<file path="config.mk">
export PLATFORM = sky130hd
export DESIGN_NAME = round_brush_pixel_painter_flat
export DESIGN_NICKNAME = d
export VERILOG_FILES = /design/src/design/rbpp_pkg.sv /design/src/design/rbpp_pix_if.sv /design/src/design/rbpp_res_if.sv /design/src/design/rbpp_cfg_if.sv /design/src/design/round_brush_pixel_painter.sv /design/src/design/rbpp_front.sv /design/src/design/rbpp_queue.sv /design/src/design/rbpp_back.sv /design/src/flat_wrapper.sv
export SDC_FILE = /design/constraint.sdc
export NUM_CORES = 2
export LEC_CHECK = 0
export ABC_AREA = 1
export BUFFER_PORTS_ARGS = -buffer_cell sky130_fd_sc_hd__buf_4
export CAP_MARGIN = 20
export CORE_UTILIZATION = 59
export CTS_CLUSTER_SIZE = 16
export DETAILED_ROUTE_END_ITERATION = 12
export MAX_ROUTING_LAYER = met4
export PLACE_DENSITY = 0.79
export SLEW_MARGIN = 20
export SYNTH_ARGS = -nofsm -noshare
export SYNTH_HDL_FRONTEND = slang
export SYNTH_SLANG_ARGS = --single-unit
</file>
<file path="constraint.sdc">
create_clock -name clk -period 5.7 [get_ports clk]
set_input_delay 1.14 -clock clk [delete_from_list [all_inputs] [get_ports clk]]
set_output_delay 1.14 -clock clk [all_outputs]
set_load 0.01 [all_outputs]
</file>
<file path="src/design/rbpp_pkg.sv">
// rbpp_pkg: shared types, constants and helpers of the round brush pixel painter
// no dependencies; imported by every module of the block
package rbpp_pkg;

  localparam int CH_BITS       = 8;
  localparam int SIZE_BITS     = 12;
  localparam int LIM_BITS      = 2 * SIZE_BITS;
  localparam int BLEND_BITS    = 2 * CH_BITS;
  localparam int CFG_IDX_BITS  = 3;
  localparam int CFG_DATA_BITS = 12;
  localparam int QDEPTH        = 4;
  localparam int QPTR_BITS     = 2;

  localparam logic [CH_BITS-1:0]   MIN_OPACITY  = 8'd3;
  localparam logic [CH_BITS-1:0]   CH_MAX       = 8'd255;
  localparam logic [SIZE_BITS-1:0] SIZE_RESET   = 12'd16;

  typedef enum logic [CFG_IDX_BITS-1:0] {
    CFG_BRUSH_SIZE  = 3'd0,
    CFG_COLOR_BLUE  = 3'd1,
    CFG_COLOR_GREEN = 3'd2,
    CFG_COLOR_RED   = 3'd3,
    CFG_OPACITY     = 3'd4,
    CFG_TRANSPARENT = 3'd5
  } cfg_idx_t;

  typedef struct packed {
    logic [CH_BITS-1:0] blue;
    logic [CH_BITS-1:0] green;
    logic [CH_BITS-1:0] red;
  } bgr_t;

  typedef struct packed {
    bgr_t               color;
    logic [CH_BITS-1:0] opacity;
    logic               trans;
  } brush_cfg_t;

  typedef struct packed {
    logic hit;
    bgr_t orig;
  } entry_t;

  // exact floor(x / 255) for x up to 255 * 255
  function automatic logic [CH_BITS-1:0] div255(input logic [BLEND_BITS-1:0] x);
    logic [BLEND_BITS-1:0] t;
    t = x + BLEND_BITS'(1) + (x >> CH_BITS);
    return t[BLEND_BITS-1:CH_BITS];
  endfunction

endpackage

</file>
<file path="src/design/rbpp_pix_if.sv">
// rbpp_pix_if: input pixel channel, valid/ready with stamp centre and pixel payload
// depends on nothing; widths follow the coordinate parameters
interface rbpp_pix_if #(
  parameter int COORD_BITS = 12,
  parameter int FRAC_BITS  = 4
);
  logic                            valid;
  logic                            ready;
  logic [COORD_BITS+FRAC_BITS-1:0] center_x;
  logic [COORD_BITS+FRAC_BITS-1:0] center_y;
  logic [COORD_BITS-1:0]           pixel_x;
  logic [COORD_BITS-1:0]           pixel_y;
  logic [7:0]                      orig_blue;
  logic [7:0]                      orig_green;
  logic [7:0]                      orig_red;
  logic                            selected;

  modport source (output valid, center_x, center_y, pixel_x, pixel_y,
                  orig_blue, orig_green, orig_red, selected, input ready);
  modport sink (input valid, center_x, center_y, pixel_x, pixel_y,
                orig_blue, orig_green, orig_red, selected, output ready);
endinterface

</file>
<file path="src/design/rbpp_res_if.sv">
// rbpp_res_if: result channel, valid/ready with new pixel value and painted flag
// depends on nothing
interface rbpp_res_if;
  logic       valid;
  logic       ready;
  logic [7:0] new_blue;
  logic [7:0] new_green;
  logic [7:0] new_red;
  logic       painted;

  modport source (output valid, new_blue, new_green, new_red, painted, input ready);
  modport sink (input valid, new_blue, new_green, new_red, painted, output ready);
endinterface

</file>
<file path="src/design/rbpp_cfg_if.sv">
// rbpp_cfg_if: register write channel, valid/ready with register index and data
// depends on nothing
interface rbpp_cfg_if;
  logic        valid;
  logic        ready;
  logic [2:0]  index;
  logic [11:0] data;

  modport source (output valid, index, data, input ready);
  modport sink (input valid, index, data, output ready);
endinterface

</file>
<file path="src/design/round_brush_pixel_painter.sv">
// round_brush_pixel_painter: top level, brush registers, front, queue and back
// depends on rbpp_pkg, the rbpp interfaces, rbpp_front, rbpp_queue, rbpp_back
//
//   channel   dir   handshake      payload
//   pixels    in    valid/ready    center_x/y, pixel_x/y, orig_bgr, selected
//   results   out   valid/ready    new_bgr, painted
//   cfg       in    valid/ready    index, data (ready always high)
//
// one pixel per cycle sustained while results are taken; registered path from pixel
// transfer to result valid: two front stages (difference, square), queue, blend, output
// synchronous active-high reset empties the pipeline and queue and loads
// register defaults; no clearing pass
// a stalled result holds the back; the four-entry queue lets the front run on
// until it fills, then pixels.ready drops
module round_brush_pixel_painter import rbpp_pkg::*; #(
  parameter int COORD_BITS = 12,
  parameter int FRAC_BITS  = 4
) (
  input  logic       clk,
  input  logic       rst,
  rbpp_pix_if.sink   pixels,
  rbpp_res_if.source results,
  rbpp_cfg_if.sink   cfg
);

  logic [SIZE_BITS-1:0] brush_size;
  logic [LIM_BITS-1:0]  lim;
  brush_cfg_t           brush;

  logic   push;
  entry_t push_data;
  logic   full;
  logic   pop;
  logic   nonempty;
  entry_t pop_data;

  assign cfg.ready = 1'b1;

  always_ff @(posedge clk) begin
    if (rst) begin
      brush_size  <= SIZE_RESET;
      brush       <= '{color: '0, opacity: CH_MAX, trans: 1'b0};
    end else if (cfg.valid) begin
      unique case (cfg_idx_t'(cfg.index))
        CFG_BRUSH_SIZE:  brush_size        <= cfg.data[SIZE_BITS-1:0];
        CFG_COLOR_BLUE:  brush.color.blue  <= cfg.data[CH_BITS-1:0];
        CFG_COLOR_GREEN: brush.color.green <= cfg.data[CH_BITS-1:0];
        CFG_COLOR_RED:   brush.color.red   <= cfg.data[CH_BITS-1:0];
        CFG_OPACITY:     brush.opacity     <= cfg.data[CH_BITS-1:0];
        CFG_TRANSPARENT: brush.trans       <= cfg.data[0];
        default:         brush_size        <= brush_size;
      endcase
    end
  end

  // squared diameter, registered, follows the size register in the next cycle
  always_ff @(posedge clk) begin
    lim <= LIM_BITS'(brush_size) * LIM_BITS'(brush_size);
  end

  rbpp_front #(
    .COORD_BITS (COORD_BITS),
    .FRAC_BITS  (FRAC_BITS)
  ) u_front (
    .clk       (clk),
    .rst       (rst),
    .pixels    (pixels),
    .lim       (lim),
    .full      (full),
    .push      (push),
    .push_data (push_data)
  );

  rbpp_queue u_queue (
    .clk       (clk),
    .rst       (rst),
    .push      (push),
    .push_data (push_data),
    .full      (full),
    .pop       (pop),
    .nonempty  (nonempty),
    .pop_data  (pop_data)
  );

  rbpp_back u_back (
    .clk      (clk),
    .rst      (rst),
    .brush    (brush),
    .nonempty (nonempty),
    .pop_data (pop_data),
    .pop      (pop),
    .results  (results)
  );

endmodule

</file>
<file path="src/design/rbpp_front.sv">
// rbpp_front: accepts pixels, computes squared distance and classifies the hit
// depends on rbpp_pkg and rbpp_pix_if; feeds rbpp_queue
module rbpp_front import rbpp_pkg::*; #(
  parameter int COORD_BITS = 12,
  parameter int FRAC_BITS  = 4
) (
  input  logic                clk,
  input  logic                rst,
  rbpp_pix_if.sink            pixels,
  input  logic [LIM_BITS-1:0] lim,
  input  logic                full,
  output logic                push,
  output entry_t              push_data
);

  localparam int CB = COORD_BITS + FRAC_BITS;
  localparam int SQ = 2 * CB;
  localparam int CW = (SQ + 3 > LIM_BITS) ? SQ + 3 : LIM_BITS;

  logic          en;
  logic [CB-1:0] px;
  logic [CB-1:0] py;
  logic [CB-1:0] dx_next;
  logic [CB-1:0] dy_next;

  logic          s1_valid;
  logic [CB-1:0] dx;
  logic [CB-1:0] dy;
  logic          s1_sel;
  bgr_t          s1_pix;

  logic          s2_valid;
  logic [SQ-1:0] sqx;
  logic [SQ-1:0] sqy;
  logic          s2_sel;
  bgr_t          s2_pix;

  logic [CW-1:0] dist4;
  logic          in_disc;

  assign en           = !s2_valid || !full;
  assign pixels.ready = en;

  assign px      = {pixels.pixel_x, {FRAC_BITS{1'b0}}};
  assign py      = {pixels.pixel_y, {FRAC_BITS{1'b0}}};
  assign dx_next = (px >= pixels.center_x) ? px - pixels.center_x : pixels.center_x - px;
  assign dy_next = (py >= pixels.center_y) ? py - pixels.center_y : pixels.center_y - py;

  always_ff @(posedge clk) begin
    if (rst) begin
      s1_valid <= 1'b0;
      s2_valid <= 1'b0;
    end else if (en) begin
      s1_valid <= pixels.valid;
      s2_valid <= s1_valid;
    end
  end

  always_ff @(posedge clk) begin
    if (en) begin
      dx     <= dx_next;
      dy     <= dy_next;
      s1_sel <= pixels.selected;
      s1_pix <= '{blue: pixels.orig_blue, green: pixels.orig_green, red: pixels.orig_red};
      sqx    <= SQ'(dx) * SQ'(dx);
      sqy    <= SQ'(dy) * SQ'(dy);
      s2_sel <= s1_sel;
      s2_pix <= s1_pix;
    end
  end

  // distance test in units of 2^-2F, scaled by four against size squared
  assign dist4   = CW'({(SQ+1)'(sqx) + (SQ+1)'(sqy), 2'b00});
  assign in_disc = dist4 <= CW'(lim);

  assign push      = s2_valid && !full;
  assign push_data = '{hit: s2_sel && in_disc, orig: s2_pix};

endmodule

</file>
<file path="src/design/rbpp_queue.sv">
// rbpp_queue: short fifo of classified pixels between front and back
// depends on rbpp_pkg
module rbpp_queue import rbpp_pkg::*; (
  input  logic   clk,
  input  logic   rst,
  input  logic   push,
  input  entry_t push_data,
  output logic   full,
  input  logic   pop,
  output logic   nonempty,
  output entry_t pop_data
);

  entry_t               mem [QDEPTH];
  logic [QPTR_BITS-1:0] wr_ptr;
  logic [QPTR_BITS-1:0] rd_ptr;
  logic [QPTR_BITS:0]   count;

  assign full     = count == (QPTR_BITS+1)'(QDEPTH);
  assign nonempty = count != '0;
  assign pop_data = mem[rd_ptr];

  always_ff @(posedge clk) begin
    if (push) begin
      mem[wr_ptr] <= push_data;
    end
  end

  always_ff @(posedge clk) begin
    if (rst) begin
      wr_ptr <= '0;
      rd_ptr <= '0;
      count  <= '0;
    end else begin
      if (push) begin
        wr_ptr <= wr_ptr + 1'b1;
      end
      if (pop) begin
        rd_ptr <= rd_ptr + 1'b1;
      end
      case ({push, pop})
        2'b10:   count <= count + 1'b1;
        2'b01:   count <= count - 1'b1;
        default: count <= count;
      endcase
    end
  end

endmodule

</file>
<file path="src/design/rbpp_back.sv">
// rbpp_back: blends, writes brush colour or passes the original, and drives the result register
// depends on rbpp_pkg and rbpp_res_if; drains rbpp_queue
module rbpp_back import rbpp_pkg::*; (
  input  logic       clk,
  input  logic       rst,
  input  brush_cfg_t brush,
  input  logic       nonempty,
  input  entry_t     pop_data,
  output logic       pop,
  rbpp_res_if.source results
);

  logic                  en_o;
  logic                  en_b;
  logic                  paint_next;
  logic [CH_BITS-1:0]    inv_a;

  logic                  b1_valid;
  logic                  b1_paint;
  bgr_t                  b1_orig;
  logic [BLEND_BITS-1:0] sum_b;
  logic [BLEND_BITS-1:0] sum_g;
  logic [BLEND_BITS-1:0] sum_r;

  logic                  o_valid;
  logic                  o_painted;
  bgr_t                  o_pix;

  assign en_o  = !o_valid || results.ready;
  assign en_b  = !b1_valid || en_o;
  assign pop   = nonempty && en_b;
  assign inv_a = CH_MAX - brush.opacity;

  assign paint_next = pop_data.hit && (!brush.trans || brush.opacity >= MIN_OPACITY);

  always_ff @(posedge clk) begin
    if (rst) begin
      b1_valid <= 1'b0;
      o_valid  <= 1'b0;
    end else begin
      if (en_b) begin
        b1_valid <= pop;
      end
      if (en_o) begin
        o_valid <= b1_valid;
      end
    end
  end

  always_ff @(posedge clk) begin
    if (en_b) begin
      b1_paint <= paint_next;
      b1_orig  <= pop_data.orig;
      sum_b    <= BLEND_BITS'(brush.color.blue) * BLEND_BITS'(brush.opacity)
                + BLEND_BITS'(pop_data.orig.blue) * BLEND_BITS'(inv_a);
      sum_g    <= BLEND_BITS'(brush.color.green) * BLEND_BITS'(brush.opacity)
                + BLEND_BITS'(pop_data.orig.green) * BLEND_BITS'(inv_a);
      sum_r    <= BLEND_BITS'(brush.color.red) * BLEND_BITS'(brush.opacity)
                + BLEND_BITS'(pop_data.orig.red) * BLEND_BITS'(inv_a);
    end
  end

  always_ff @(posedge clk) begin
    if (en_o) begin
      o_painted <= b1_paint;
      if (!b1_paint) begin
        o_pix <= b1_orig;
      end else if (brush.trans) begin
        o_pix <= '{blue: div255(sum_b), green: div255(sum_g), red: div255(sum_r)};
      end else begin
        o_pix <= brush.color;
      end
    end
  end

  assign results.valid     = o_valid;
  assign results.new_blue  = o_pix.blue;
  assign results.new_green = o_pix.green;
  assign results.new_red   = o_pix.red;
  assign results.painted   = o_painted;

endmodule

</file>
<file path="src/flat_wrapper.sv">
// flat-port wrapper written by rule: the top's interface ports become plain ports
module round_brush_pixel_painter_flat import rbpp_pkg::*;
#(
  parameter int COORD_BITS = 12,
  parameter int FRAC_BITS  = 4
)
  (clk, rst, pixels_valid, pixels_center_x, pixels_center_y, pixels_pixel_x, pixels_pixel_y, pixels_orig_blue, pixels_orig_green, pixels_orig_red, pixels_selected, pixels_ready, results_valid, results_new_blue, results_new_green, results_new_red, results_painted, results_ready, cfg_valid, cfg_index, cfg_data, cfg_ready);
  rbpp_pix_if #(.COORD_BITS(COORD_BITS), .FRAC_BITS(FRAC_BITS)) pixels_i ();
  rbpp_res_if results_i ();
  rbpp_cfg_if cfg_i ();
  input  logic clk;
  input  logic rst;
  input wire logic [$bits(pixels_i.valid)-1:0] pixels_valid;
  input wire logic [$bits(pixels_i.center_x)-1:0] pixels_center_x;
  input wire logic [$bits(pixels_i.center_y)-1:0] pixels_center_y;
  input wire logic [$bits(pixels_i.pixel_x)-1:0] pixels_pixel_x;
  input wire logic [$bits(pixels_i.pixel_y)-1:0] pixels_pixel_y;
  input wire logic [$bits(pixels_i.orig_blue)-1:0] pixels_orig_blue;
  input wire logic [$bits(pixels_i.orig_green)-1:0] pixels_orig_green;
  input wire logic [$bits(pixels_i.orig_red)-1:0] pixels_orig_red;
  input wire logic [$bits(pixels_i.selected)-1:0] pixels_selected;
  output wire logic [$bits(pixels_i.ready)-1:0] pixels_ready;
  output wire logic [$bits(results_i.valid)-1:0] results_valid;
  output wire logic [$bits(results_i.new_blue)-1:0] results_new_blue;
  output wire logic [$bits(results_i.new_green)-1:0] results_new_green;
  output wire logic [$bits(results_i.new_red)-1:0] results_new_red;
  output wire logic [$bits(results_i.painted)-1:0] results_painted;
  input wire logic [$bits(results_i.ready)-1:0] results_ready;
  input wire logic [$bits(cfg_i.valid)-1:0] cfg_valid;
  input wire logic [$bits(cfg_i.index)-1:0] cfg_index;
  input wire logic [$bits(cfg_i.data)-1:0] cfg_data;
  output wire logic [$bits(cfg_i.ready)-1:0] cfg_ready;
  assign pixels_i.valid = pixels_valid;
  assign pixels_i.center_x = pixels_center_x;
  assign pixels_i.center_y = pixels_center_y;
  assign pixels_i.pixel_x = pixels_pixel_x;
  assign pixels_i.pixel_y = pixels_pixel_y;
  assign pixels_i.orig_blue = pixels_orig_blue;
  assign pixels_i.orig_green = pixels_orig_green;
  assign pixels_i.orig_red = pixels_orig_red;
  assign pixels_i.selected = pixels_selected;
  assign pixels_ready = pixels_i.ready;
  assign results_valid = results_i.valid;
  assign results_new_blue = results_i.new_blue;
  assign results_new_green = results_i.new_green;
  assign results_new_red = results_i.new_red;
  assign results_painted = results_i.painted;
  assign results_i.ready = results_ready;
  assign cfg_i.valid = cfg_valid;
  assign cfg_i.index = cfg_index;
  assign cfg_i.data = cfg_data;
  assign cfg_ready = cfg_i.ready;
  round_brush_pixel_painter #(.COORD_BITS(COORD_BITS), .FRAC_BITS(FRAC_BITS)) u_core (.clk(clk), .rst(rst), .pixels(pixels_i), .results(results_i), .cfg(cfg_i));
endmodule
</file>
# == After elaboration in Yosys (flattened, before gate mapping) ==
# Memory sizes are Yosys's and may differ from the RTL's. A register that Yosys moved wholly into a read port is not among the register bits.
# Cells that the tools add are included.
# classes
n_addsub,19
mul,9
magnitude_cmp,4
eq_ne,8
n_mux,9
n_reduce_logical,22
# ops
operator,n
8-bit by 8-bit multiplier with 16-bit output,6
16-bit by 16-bit multiplier with 32-bit output,2
16-bit subtractor,4
16-bit by 1-bit adder with 16-bit output (second input constant),3
16-bit adder,3
16-bit by 8-bit adder with 16-bit output,3
24-bit two-way mux,2
35-bit by 24-bit <= comparator with 1-bit output,1
32-bit by 32-bit adder with 33-bit output,1
16-bit >= comparator,2
16-bit two-way mux,2
12-bit by 12-bit multiplier with 24-bit output,1
2-bit AND reduction,6
3-bit == test (second input constant),3
8-bit by 2-bit >= comparator with 1-bit output (second input constant),1
8-bit subtractor (first input constant),1
3-bit by 2-bit == test with 1-bit output (second input constant),2
3-bit case mux with 2 select lines,1
1-bit logical NOT,5
2-bit by 1-bit adder with 2-bit output (second input constant),2
1-bit logical AND,4
1-bit logical OR,4
2-bit two-way mux,2
3-bit by 1-bit adder with 3-bit output (second input constant),1
8 further kinds,9
# totals
reg_bits,324
mem_bits_rw,100
out_inout_bits,28
elab_cells,109
memories,1
# memory_table
name,words,word_bits,read_ports,rd_clocked_by_memory_dff,wr,line_no,rtl
u_core.u_queue.mem,4,25,1,1,1,rbpp_queue.sv:14,entry_t mem [QDEPTH];

# == Depth between registers and ports, before layout ==
# logic_depth
depth_word,6
ltp_mapped,32

# == Modules after synthesis ==
# A second synthesis with hierarchy kept.
# hier_totals
cells_unflattened,6325
hier_area_um2,53085.9
# modules_own_cells
mod,instances,cells_per_inst,area_each_um2,seq_area_each_um2
rbpp_front,1,2786,23775.3,4364.2
rbpp_back,1,2412,18779.3,2982.9
round_brush_pixel_painter,1,827,6279.8,1361.3
rbpp_queue,1,300,4251.6,3183.1

# == Worst setup path after synthesis ==
# OpenSTA, ideal clock, no wires.
# synth_timing
path_type,register to register
startpoint,register u_core.u_queue.count[0]
endpoint,"register u_core.u_front.dx[0], enable pin"
setup_ns,1.925
t_arrival_ns,4.470
required_ns,3.775
setup_slack_ns,-0.695
path_stages_with_launch,3
cell_sequence,dfxtp_1 > inv_1 > nand4_1
# synth_via
elab_chain_len,3
# synth_rtl
item,line_no,rtl
"start, declared",rbpp_queue.sv:17,logic [QPTR_BITS:0] count;
"start signal, assigned",rbpp_queue.sv:42,2'b10: count <= count + 1'b1;
"start signal, assigned",rbpp_queue.sv:43,2'b01: count <= count - 1'b1;
"start signal, assigned",rbpp_queue.sv:44,default: count <= count;
3-bit == test,rbpp_queue.sv:19,assign full = count == (QPTR_BITS+1)'(QDEPTH);
1-bit logical NOT,rbpp_front.sv:41,assign en = !s2_valid || !full;
1-bit logical OR,rbpp_front.sv:41,
net pixels_ready,flat_wrapper.sv:22,output wire logic [$bits(pixels_i.ready)-1:0] pixels_ready;
"end signal, assigned",rbpp_front.sv:61,dx <= dx_next;
"end, declared",rbpp_front.sv:27,logic [CB-1:0] dx;
# The timed path passes the listed nets, and every way through them passes these cells.
# A chain may end at the register's enable or synchronous reset.

==> impl_metrics.toml <==
[status]
run_status = "complete, but fails checks"
violations = "setup timing"

[clocking]
clk_pin_slew_ns = 0.06
clock-sinks = 423
root_buffer = "clkbuf_16"
cts_buffers = 49
clk_latency_ns = 0.64
htree_levels = 2
clockBufferDepth = 3
cts_tree = "yes"

[setup_path]
critPathSlowestCell = "fa_1"
ff2ff_path_depth = 26
path_delay_family = "adder cells"
cp-start-kind = "flip-flop"
critPathMaxStageDelay_ns = 0.53
crit_buf_inv = 7
worst_path_most_repeated_cell = "fa_1"
cp_max_fo = 15
arrival_ns = 6.19
worstSetupEndpointType = "flip-flop"
rrSetupSlack_ns = -0.11
crit_type = "flip-flop to flip-flop"
required_ns = 6.09
cp.depth = 26

[synth]
dominantRegCellSynth = "edfxtp_1"
ys_ff_latch = 423
synth_top_area_share_pct = 26.9
yosysSeqAreaShare_pct = 23.0
async_flop_share_pct = 0
ys_warn_count = 0
synth_edf_count = 342
synth_area_sq_mm = 0.0517
yosysTopAreaCell = "fa_1"
avgSynthCellArea_sq_um = 8.70
netlist_instances = 5938
synthTopCellsByArea = "fa_1, edfxtp_1, ha_1"
yosysUniqueCellTypes = 67

[timing]
post-route-min-period_ns = 5.81
layout_setup_ws_ns = -0.107
whs_ns = 0.417
setup_viol = 8
slew_viol_final = 0
tns_ns = -0.240
max_freq_mhz = 172
rsz0062_at_grt = "true"
period_share_pct = 102
worstMarginPinSlew_ns = 1.01
fin_worst_skew_ns = 0.0315
slew_headroom_pct = 32.7
finalHoldViolations = 0

[drt]
avgRoutedWirePerCell_um = 17.0
drc_errors = 0
routed_via_density = 5.35
wl_um = 128000
drtAntennaViolNets = 0
dr_total_vias = 40400
first_pass_iters = 7
drt_iter0_drc = 2611

[floorplanning]
dieArea_sq_mm = 0.0888
die_w_um = 298
io_pins = 129
start_util_pct = 59.6
rows = 108
die_y_um = 298
core_sq_mm = 0.0868

[global_routing]
grt_start_max_net_pins = 74
grt_overflow = 0
grtUsageTotal_pct = 29.2
grt_pass1_wl_um = 203000
first_global_vias = 41300
antenna_found_initial = 2

[place]
globalplace.congestion = 0.970
dp_hpwl_um = 99100
io_buffers = 127
dp_cells = 7346

[cells_and_area]
multi_input_area_sq_mm = 0.0347
final_util_pct = 69.3
fillCellCount = 6477
syn_to_final_growth_pct = 16.4
finalNonFillerCells = 7549
final_layout_size_suffix_gt1_share_pct = 15.8
num-nets-final = 7717
seqCellArea_sq_mm = 0.0119

[hold_path]
hold_class = "flip-flop to flip-flop"
holdPathStages = 0

[flow_run]
max-cap-violations = 0
## layout by cell type (no fill, tap or decap), types with 28 or more instances in the layout
cell	n
ha_1	536
buf_6	34
ha_4	34
a21oi_1	220
a21oi_2	42
clkbuf_16	52
nand3_1	115
xnor2_1	59
nor2_2	29
xor2_1	144
edfxtp_1	342
buf_4	475
nand2_1	1080
inv_1	1454
inv_2	63
o21ai_0	144
nand2_2	73
nor2_1	319
dfxtp_1	79
fa_1	672
o21ai_1	28
## worst register-to-register path, cell delays in order, from the launching register on
cell     delay [ns]
dfxtp_4        0.38
buf_12         0.16
inv_16         0.08
buf_12         0.14
nand2_1        0.09
nand3_2        0.10
nand2_4        0.13
nor2_1         0.07
fa_1           0.51
inv_1          0.06
fa_1           0.53
inv_1          0.05
fa_1           0.51
fa_2           0.45
fa_1           0.49
inv_1          0.05
fa_1           0.48
inv_1          0.07
ha_4           0.29
nand2_1        0.06
nor2_1         0.14
a21oi_1        0.12
o21ai_1        0.21
a21oi_1        0.10
nor2_1         0.13
nor2_1         0.06
xor2_1         0.14
## cells in the mapped netlist, types with 7 or more instances
library cell / n
buf_1: 7
clkbuf_1: 163
nor2_2: 7
inv_1: 1508
fa_1: 693
o21ai_1: 25
xnor2_1: 59
o211ai_1: 17
edfxtp_1: 342
xor2_1: 146
a21oi_1: 264
o21ai_2: 11
nand4_1: 27
inv_2: 14
nand2_2: 21
dfxtp_1: 81
nor3_1: 31
o21bai_1: 15
nand2_1: 1148
o21ai_0: 163
nor4_1: 8
a31oi_1: 10
nand3b_1: 8
ha_1: 572
nand3_1: 130
nor2_1: 344
a21o_1: 24
## routing by layer
| metal | GRT usage [%] | share of wire, % |
|---|---|---|
| met5 | - | 0 |
| met4 | 8.19 | 3.5 |
| met3 | 3.72 | 6.1 |
| met2 | 50.3 | 51 |
| met1 | 36.3 | 40 |
## path summary, 6_finish.rpt
check / startpoint / end
setup / recovery: flip-flop / u_core.u_back.sum_b[14]$_DFFE_PN_
hold / removal: u_core.u_front.s1_pix[16]$_DFFE_PP_ / u_core.u_front.push_data[16]$_DFFE_PP_
setup reg to reg: flip-flop / u_core.u_back.sum_b[14]$_DFFE_PN_
hold reg to reg: u_core.u_front.s1_pix[16]$_DFFE_PP_ / u_core.u_front.push_data[16]$_DFFE_PP_
## cells by family after synthesis
| group | Yosys count | synth area share [%] |
|---|---|---|
| buffers and inverters | 1705 | 12.5 |
| DFF | 423 | 23.0 |
| other | 2 | 0.0145 |
| and+or+nand+nor | 1748 | 13.7 |
| muxes | 3 | 0.0581 |
| adders and majority gates | 1265 | 40.7 |
| AOI/OAI and AO/OA | 587 | 6.54 |
| xor gates and xnor gates | 205 | 3.48 |
## sequential cells by signal, indices dropped and copies added, names as in the netlist, 8 cells and up, named ones only
register                         cells
u_core.u_back.results.new_blue       8
u_core.u_front.dy                   16
u_core.u_queue.mem                 100
u_core.brush_size                   12
u_core.u_back.sum_b                 16
u_core.u_back.results.new_green      8
u_core.lim                          23
u_core.brush                        33
u_core.u_front.push_data            24
u_core.u_front.sqy                  31
u_core.u_front.s1_pix               24
u_core.u_front.sqx                  31
u_core.u_back.sum_r                 16
u_core.u_front.dx                   16
u_core.u_back.sum_g                 16
u_core.u_back.results.new_red        8
u_core.u_back.b1_orig               24
## cell type report
| type | instances | share of cell area [%] |
|---|---|---|
| Antenna cell | 2 | 0.00833 |
| Clock buffer | 56 | 2.08 |
| Clock inverter | 36 | 0.814 |
| Inverter | 1526 | 9.58 |
| Multi-Input combinational cell | 3812 | 57.7 |
| Sequential cell | 423 | 19.8 |
| Tap cell | 1155 | 2.40 |
| Timing Repair Buffer | 539 | 7.62 |
## through the flow
stage          cell area, sq um  setup slack [ns]
6_report                  60100            -0.107
5_1_grt                   60100            -0.338
4_1_cts                   58200           -0.0446
3_5_place_dp              55900            -0.290
3_3_place_gp              55900            -0.161
2_1_floorplan             51700            -0.664
## what timing repair did
action / in CTS / in global routing
hold buffers: 0 / 0
buffers inserted: 24 / 79
gates resized for setup: 67 / 338
setup endpoints to repair: 27 / 56
cloned: 3 / 4
pin swaps: 17 / 156
Power is left out: the tool's default activity adds up to more than one toggle a clock period on the data nets, which glitch-free logic cannot reach.
